--- config.mk ---
export PLATFORM = sky130hd
export DESIGN_NAME = gf2_poly_inverse_euclid_unit
export DESIGN_NICKNAME = d
export VERILOG_FILES = /design/src/gf2pi_pkg.sv /design/src/gf2_poly_inverse_euclid_unit.sv /design/src/gf2pi_stage.sv
export SDC_FILE = /design/constraint.sdc
export NUM_CORES = 2
export LEC_CHECK = 0
export ABC_AREA = 1
export BUFFER_PORTS_ARGS = -buffer_cell sky130_fd_sc_hd__buf_2
export CAP_MARGIN = 20
export CORE_MARGIN = 1.5
export CORE_UTILIZATION = 60
export DETAILED_ROUTE_END_ITERATION = 8
export PLACE_DENSITY = 0.81
export SETUP_SLACK_MARGIN = 0.05
export SLEW_MARGIN = 20
export SYNTH_ARGS = -nofsm -noshare
export SYNTH_HDL_FRONTEND = slang
export SYNTH_SLANG_ARGS = --single-unit
export TNS_END_PERCENT = 20
--- constraint.sdc ---
create_clock -name i_clk -period 11.3 [get_ports i_clk]
set_input_delay 1.13 -clock i_clk [delete_from_list [all_inputs] [get_ports i_clk]]
set_output_delay 1.13 -clock i_clk [all_outputs]
set_load 0.01 [all_outputs]
--- src/gf2pi_pkg.sv ---
// ----------------------------------------------------------------------------
// gf2pi_pkg
// Shared constants for the GF(2) polynomial inverter.
// ----------------------------------------------------------------------------
package gf2pi_pkg;

    localparam int FIELD_DEGREE_DEF = 8;
    localparam int MOD_RESET        = 283;
    localparam int REG_MODULUS      = 0;

endpackage

--- src/gf2_poly_inverse_euclid_unit.sv ---
// ----------------------------------------------------------------------------
// gf2_poly_inverse_euclid_unit
// GF(2)[x] inverse modulo a configured modulus, extended Euclidean algorithm.
// ----------------------------------------------------------------------------
// The operand passes a chain of 2*FIELD_DEGREE Euclidean stages, one register
// each; every stage cancels the leading term of the older remainder against
// the newer one and swaps the two when the order flips, cofactors following.
// A transaction enters every cycle unless the receiver stalls the chain; its
// result passes the stage registers and then the output register before it
// is offered. Zero operand, modulus without top bit, or gcd other than one
// give no_inverse high and inverse zero.
module gf2_poly_inverse_euclid_unit #(
    parameter int FIELD_DEGREE = gf2pi_pkg::FIELD_DEGREE_DEF
) (
    input  logic                    i_clk,
    input  logic                    i_rst_n,
    input  logic                    psel,
    input  logic                    penable,
    input  logic                    pwrite,
    input  logic [2:0]              paddr,
    input  logic [31:0]             pwdata,
    output logic [31:0]             prdata,
    output logic                    pready,
    input  logic                    i_valid,
    output logic                    o_ready,
    input  logic [FIELD_DEGREE-1:0] i_operand_poly,
    output logic                    o_valid,
    input  logic                    i_ready,
    output logic [FIELD_DEGREE-1:0] o_inverse_poly,
    output logic                    o_no_inverse
);
    localparam int M  = FIELD_DEGREE;
    localparam int N  = 2*M;

    logic [M:0] r_modulus;

    assign pready = 1'b1;
    assign prdata = (paddr[2] == 1'(gf2pi_pkg::REG_MODULUS)) ? 32'(r_modulus) : 32'd0;

    always_ff @(posedge i_clk) begin
        if (!i_rst_n) begin
            r_modulus <= (M+1)'(gf2pi_pkg::MOD_RESET);
        end else if (psel && penable && pwrite && paddr[2] == 1'(gf2pi_pkg::REG_MODULUS)) begin
            r_modulus <= pwdata[M:0];
        end
    end

    logic          c_valid [N+1];
    logic          c_ready [N+1];
    logic [M:0]    c_r [N+1], c_s [N+1], c_u [N+1], c_v [N+1];
    logic          c_ok [N+1];

    assign c_valid[0] = i_valid;
    assign o_ready    = c_ready[0];
    assign c_r[0]     = r_modulus;
    assign c_s[0]     = {1'b0, i_operand_poly};
    assign c_u[0]     = '0;
    assign c_v[0]     = (M+1)'(1);
    assign c_ok[0]    = r_modulus[M] && (i_operand_poly != '0);

    for (genvar k = 0; k < N; k++) begin : g_stage
        gf2pi_stage #(.M(M)) u_stage (
            .i_clk(i_clk), .i_rst_n(i_rst_n),
            .i_valid(c_valid[k]), .o_ready(c_ready[k]),
            .i_r(c_r[k]), .i_s(c_s[k]), .i_u(c_u[k]), .i_v(c_v[k]),
            .i_ok(c_ok[k]),
            .o_valid(c_valid[k+1]), .i_ready(c_ready[k+1]),
            .o_r(c_r[k+1]), .o_s(c_s[k+1]), .o_u(c_u[k+1]), .o_v(c_v[k+1]),
            .o_ok(c_ok[k+1])
        );
    end

    // After 2M steps r holds the gcd and u its operand cofactor.
    logic            r_out_valid;
    logic [M-1:0]    r_inv;
    logic            r_none;
    logic            w_good;

    assign w_good = c_ok[N] && (c_r[N] == (M+1)'(1)) && (c_s[N] == '0);
    assign c_ready[N] = !r_out_valid || i_ready;

    always_ff @(posedge i_clk) begin
        if (!i_rst_n) begin
            r_out_valid <= 1'b0;
        end else if (c_ready[N]) begin
            r_out_valid <= c_valid[N];
        end
        if (c_ready[N]) begin
            r_inv  <= w_good ? c_u[N][M-1:0] : '0;
            r_none <= !w_good;
        end
    end

    assign o_valid        = r_out_valid;
    assign o_inverse_poly = r_inv;
    assign o_no_inverse   = r_none;
endmodule

--- src/gf2pi_stage.sv ---
// ----------------------------------------------------------------------------
// gf2pi_stage
// One step of the extended Euclidean algorithm over GF(2), held in a pipeline
// register with its valid bit; stalls when the next stage holds.
// ----------------------------------------------------------------------------
module gf2pi_stage #(
    parameter int M = gf2pi_pkg::FIELD_DEGREE_DEF
) (
    input  logic       i_clk,
    input  logic       i_rst_n,
    input  logic       i_valid,
    output logic       o_ready,
    input  logic [M:0] i_r,
    input  logic [M:0] i_s,
    input  logic [M:0] i_u,
    input  logic [M:0] i_v,
    input  logic       i_ok,
    output logic       o_valid,
    input  logic       i_ready,
    output logic [M:0] o_r,
    output logic [M:0] o_s,
    output logic [M:0] o_u,
    output logic [M:0] o_v,
    output logic       o_ok
);
    localparam int LW = $clog2(M+2);

    logic          r_valid;
    logic [M:0]    r_r, r_s, r_u, r_v;
    logic          r_ok;
    logic [M:0]    n_r, n_s, n_u, n_v;
    logic [LW-1:0] w_len_r, w_len_s, w_len_w, w_sh;
    logic [M:0]    w_r, w_u;

    // degree plus one, zero for the zero polynomial
    function automatic logic [LW-1:0] poly_len(input logic [M:0] p);
        logic [LW-1:0] len;
        len = '0;
        for (int i = 0; i <= M; i++) begin
            if (p[i]) begin
                len = LW'(i + 1);
            end
        end
        return len;
    endfunction

    assign o_ready = !r_valid || i_ready;

    // r: older remainder, s: newer remainder; u, v: their operand cofactors.
    // Cancel the leading term of r against s, swap once r drops below s.
    always_comb begin
        w_len_r = poly_len(i_r);
        w_len_s = poly_len(i_s);
        w_sh    = w_len_r - w_len_s;
        w_r     = i_r ^ (i_s << w_sh);
        w_u     = i_u ^ (i_v << w_sh);
        w_len_w = poly_len(w_r);
        n_r = i_r; n_s = i_s; n_u = i_u; n_v = i_v;
        if (w_len_s != '0 && w_len_r >= w_len_s) begin
            if (w_len_w < w_len_s) begin
                n_r = i_s; n_u = i_v;
                n_s = w_r; n_v = w_u;
            end else begin
                n_r = w_r; n_u = w_u;
            end
        end
    end

    always_ff @(posedge i_clk) begin
        if (!i_rst_n) begin
            r_valid <= 1'b0;
        end else if (o_ready) begin
            r_valid <= i_valid;
        end
        if (o_ready) begin
            r_r <= n_r; r_s <= n_s; r_u <= n_u; r_v <= n_v;
            r_ok <= i_ok;
        end
    end

    assign o_valid = r_valid;
    assign o_r = r_r; assign o_s = r_s; assign o_u = r_u; assign o_v = r_v;
    assign o_ok = r_ok;
endmodule

==> out/results.tsv <==
metric	value	unit
Post-synth top flop	edfxtp_1	
Iteration-0 DRC Markers	5033	
Mapped Area	0.0458	mm²
Unique masters post-synth	51	
Initial Util	0.605	
clk slew on worst S/H paths	60	ps
setup violators final	0	
share of post-route cells with drive strength above 1	0.0490	
max_cap viols	0	
CTS tree	done	
CTS root buf	clkbuf_16	
Critical Path Slowest Stage Cell	nand2_2	
worst path arrival time	5620	ps
pins over their slew limit	0	
WHS Path Cells	0	
Final min period	6750	ps
max incr delay on CP	520	ps
met3 usage	0.0361	
DRT Wirelength	122000	µm
htree depth	3	
YS warnings	0	
# IOs	94	
measured slew at the worst slew-check pin	1020	ps
row count	101	
EDFF count, synth	561	
largest area contributor in the netlist	edfxtp_1	
CTS buffer count	69	
Routed WL per cell	16.5	µm
Avg Cell Area, Syn	7.08	µm²
RSZ-0062 raised after global routing	no	
Crit Path Category	in -> out	
global-route wire length before repair	199000	µm
fraction of registers with async set/reset	0	
clk_skew	28.1	ps
area delta synth->final	5.72	%
GRT Max-Usage Layer	met2	
Synth area leaders	edfxtp_1 (37%), nand2_1 (18%), nand3_1 (8.6%), inv_1 (5.9%), o21ai_0 (4.9%)	
Overflow after GRT	0	
fillers	6728	
die extent in y	279	µm
cts repair resizes	0	
crit path to	o_ready	
number of remaining DRC errors	0	
core area	0.0757	mm²
Synth top area share	0.368	
sequential area share after synthesis	0.379	
status	complete, no violations	
Max Fclk	0.148	GHz
hold crit path type	reg -> reg	
Synth Instances	6466	
nets	6558	
Clock Latency Late Sink	620	ps
largest net degree at the start of global routing	38	
count leader, synth	nand2_1	
n_diodes	0	
critical-path maximum fanout	37	
worst reg-to-reg path cell count	24	
initial antenna violation count	0	
Worst Setup SP	i_ready	
RePlAce Congestion	0.987	
RR Endpoint	g_stage[15].u_stage.o_s[0]	
CTS sink cnt	587	
final hold violations	0	
GRT met2 Usage	0.500	
setup TNS	0	ps
Port Buf Inserts	44	
Hold Buf Count CTS	0	
die width	279	µm
Critical Path, Cell by Cell	buf_2 > inv_1 > nand2_2 > nor2_4 > nand4_2 > buf_4 > nor2_4 > nand2_2 > nor2_4 > nand2_1 > nor2_2 > nand2_1 > buf_4 > nor2_2 > nand2_2 > nor2_2 > nand2_1 > buf_4 > nor2_2 > nand2_1 > buf_2	
vias	43600	
Critical R2R Launch	g_stage[14].u_stage.o_s[1]	
Non-Filler Instances	7408	
hpwl dp	90900	µm
vias per cell	5.89	
vias in the first global route	39200	
Yosys reg bits	587	
Worst slew margin	0.321	
GRT Total Usage	0.308	
most frequent cells after synthesis	nand2_1 (2,187), nand3_1 (783), inv_1 (723), edfxtp_1 (561), o21ai_0 (451)	
kind of end point of the critical path	primary output	
CP Data Required Time	10170	ps
CP Launch Type	primary input	
ratio of final minimum period to clock period	0.597	
maximum clock path buffer count	3	
die footprint	0.0780	mm²
flop2flop setup slack	5260	ps
Setup Fix Bufs, Post-CTS	0	
met1 usage	0.427	
Pre-antenna DRT Iters	8	
Post-Place Cells	7286	
antenna-violating nets left	0	
## metal layers
layer / wire length [µm] / share of wire / vias to the layer above
met1: 52500 / 0.43 / 20000
li1: - / - / 21300
met2: 56200 / 0.46 / 2005
met5: 0 / 0 / -
met3: 9600 / 0.078 / 293
met4: 4140 / 0.034 / 0
## cells in the final DEF (no fill, tap or decap), types with 28 or more instances in the layout
cell type  synthesis  final
nand2_2           28     28
nand2_1         2187   2187
nand3_1          783    783
o21ai_1          222    222
edfxtp_1         561    561
clkbuf_16          0     75
o211ai_1         103    103
xnor2_1           61     61
clkinv_1          22     36
inv_1            723    722
a31oi_1           39     39
buf_2            107     44
nor2_1           292    292
buf_4             48     47
nand4_1           31     31
o21ai_0          451    451
ha_1             112    112
xor2_1           117    117
a21oi_1          235    235
## flip-flops by register name (all words and copies together), names as in the netlist
| register | cells |
|---|---|
| g_stage.u_stage.o_ok | 16 |
| g_stage.u_stage.o_r | 144 |
| g_stage.u_stage.o_s | 144 |
| g_stage.u_stage.o_u | 128 |
| g_stage.u_stage.o_v | 120 |
| g_stage.u_stage.o_valid | 16 |
| o_inverse_poly | 8 |
| o_no_inverse | 1 |
| o_valid | 1 |
| r_modulus | 9 |
## worst min path at each step
stage | startpoint | slack, ps | endpoint
2_1_floorplan | g_stage[9].u_stage.o_ok | 400 | g_stage[10].u_stage.o_ok
3_3_place_gp | g_stage[13].u_stage.o_ok | 410 | g_stage[14].u_stage.o_ok
3_5_place_dp | g_stage[13].u_stage.o_ok | 400 | g_stage[14].u_stage.o_ok
4_1_cts | g_stage[7].u_stage.o_ok | 420 | g_stage[8].u_stage.o_ok
5_1_grt | g_stage[13].u_stage.o_ok | 420 | g_stage[14].u_stage.o_ok
6_report | g_stage[13].u_stage.o_ok | 420 | g_stage[14].u_stage.o_ok
## stage by stage
stage / hold slack, ps / util / setup slack, ps / area [µm²]
after floorplan: 400 / - / 2630 / 45900
after global placement: 405 / 0.610 / 4710 / 46100
after detailed placement: 405 / 0.610 / 4470 / 46100
after CTS: 415 / 0.639 / 4470 / 48400
after global routing: 418 / 0.640 / 4090 / 48400
final: 417 / 0.640 / 4550 / 48400
## cells by family after synthesis
logic type      share of synthesized area
xor+xnor                           0.0372
buf+inv                            0.0956
compound gates                      0.135
flops                               0.379
simple gates                        0.315
other cells                      0.000164
mux                              0.000656
fa+ha+maj                          0.0376
## final cells by class
class                      instances  area (µm²)  share of cell area
clock buffer                      83        1920              0.0396
clock inverter                    38         339             0.00700
inverter                         755        2830              0.0585
multi-input combinational       4875       24100               0.499
sequential                       587       17400               0.359
tap                              978        1220              0.0253
timing repair buffer              92         601              0.0124
## critical path: cells and delay by family
kind | cells | cell delay (ps)
buf+inv | 6 | 1170
simple gates | 15 | 3310
Power is not shown: default switching activity piles up to over one toggle a cycle in this logic, so the estimate is an artifact.
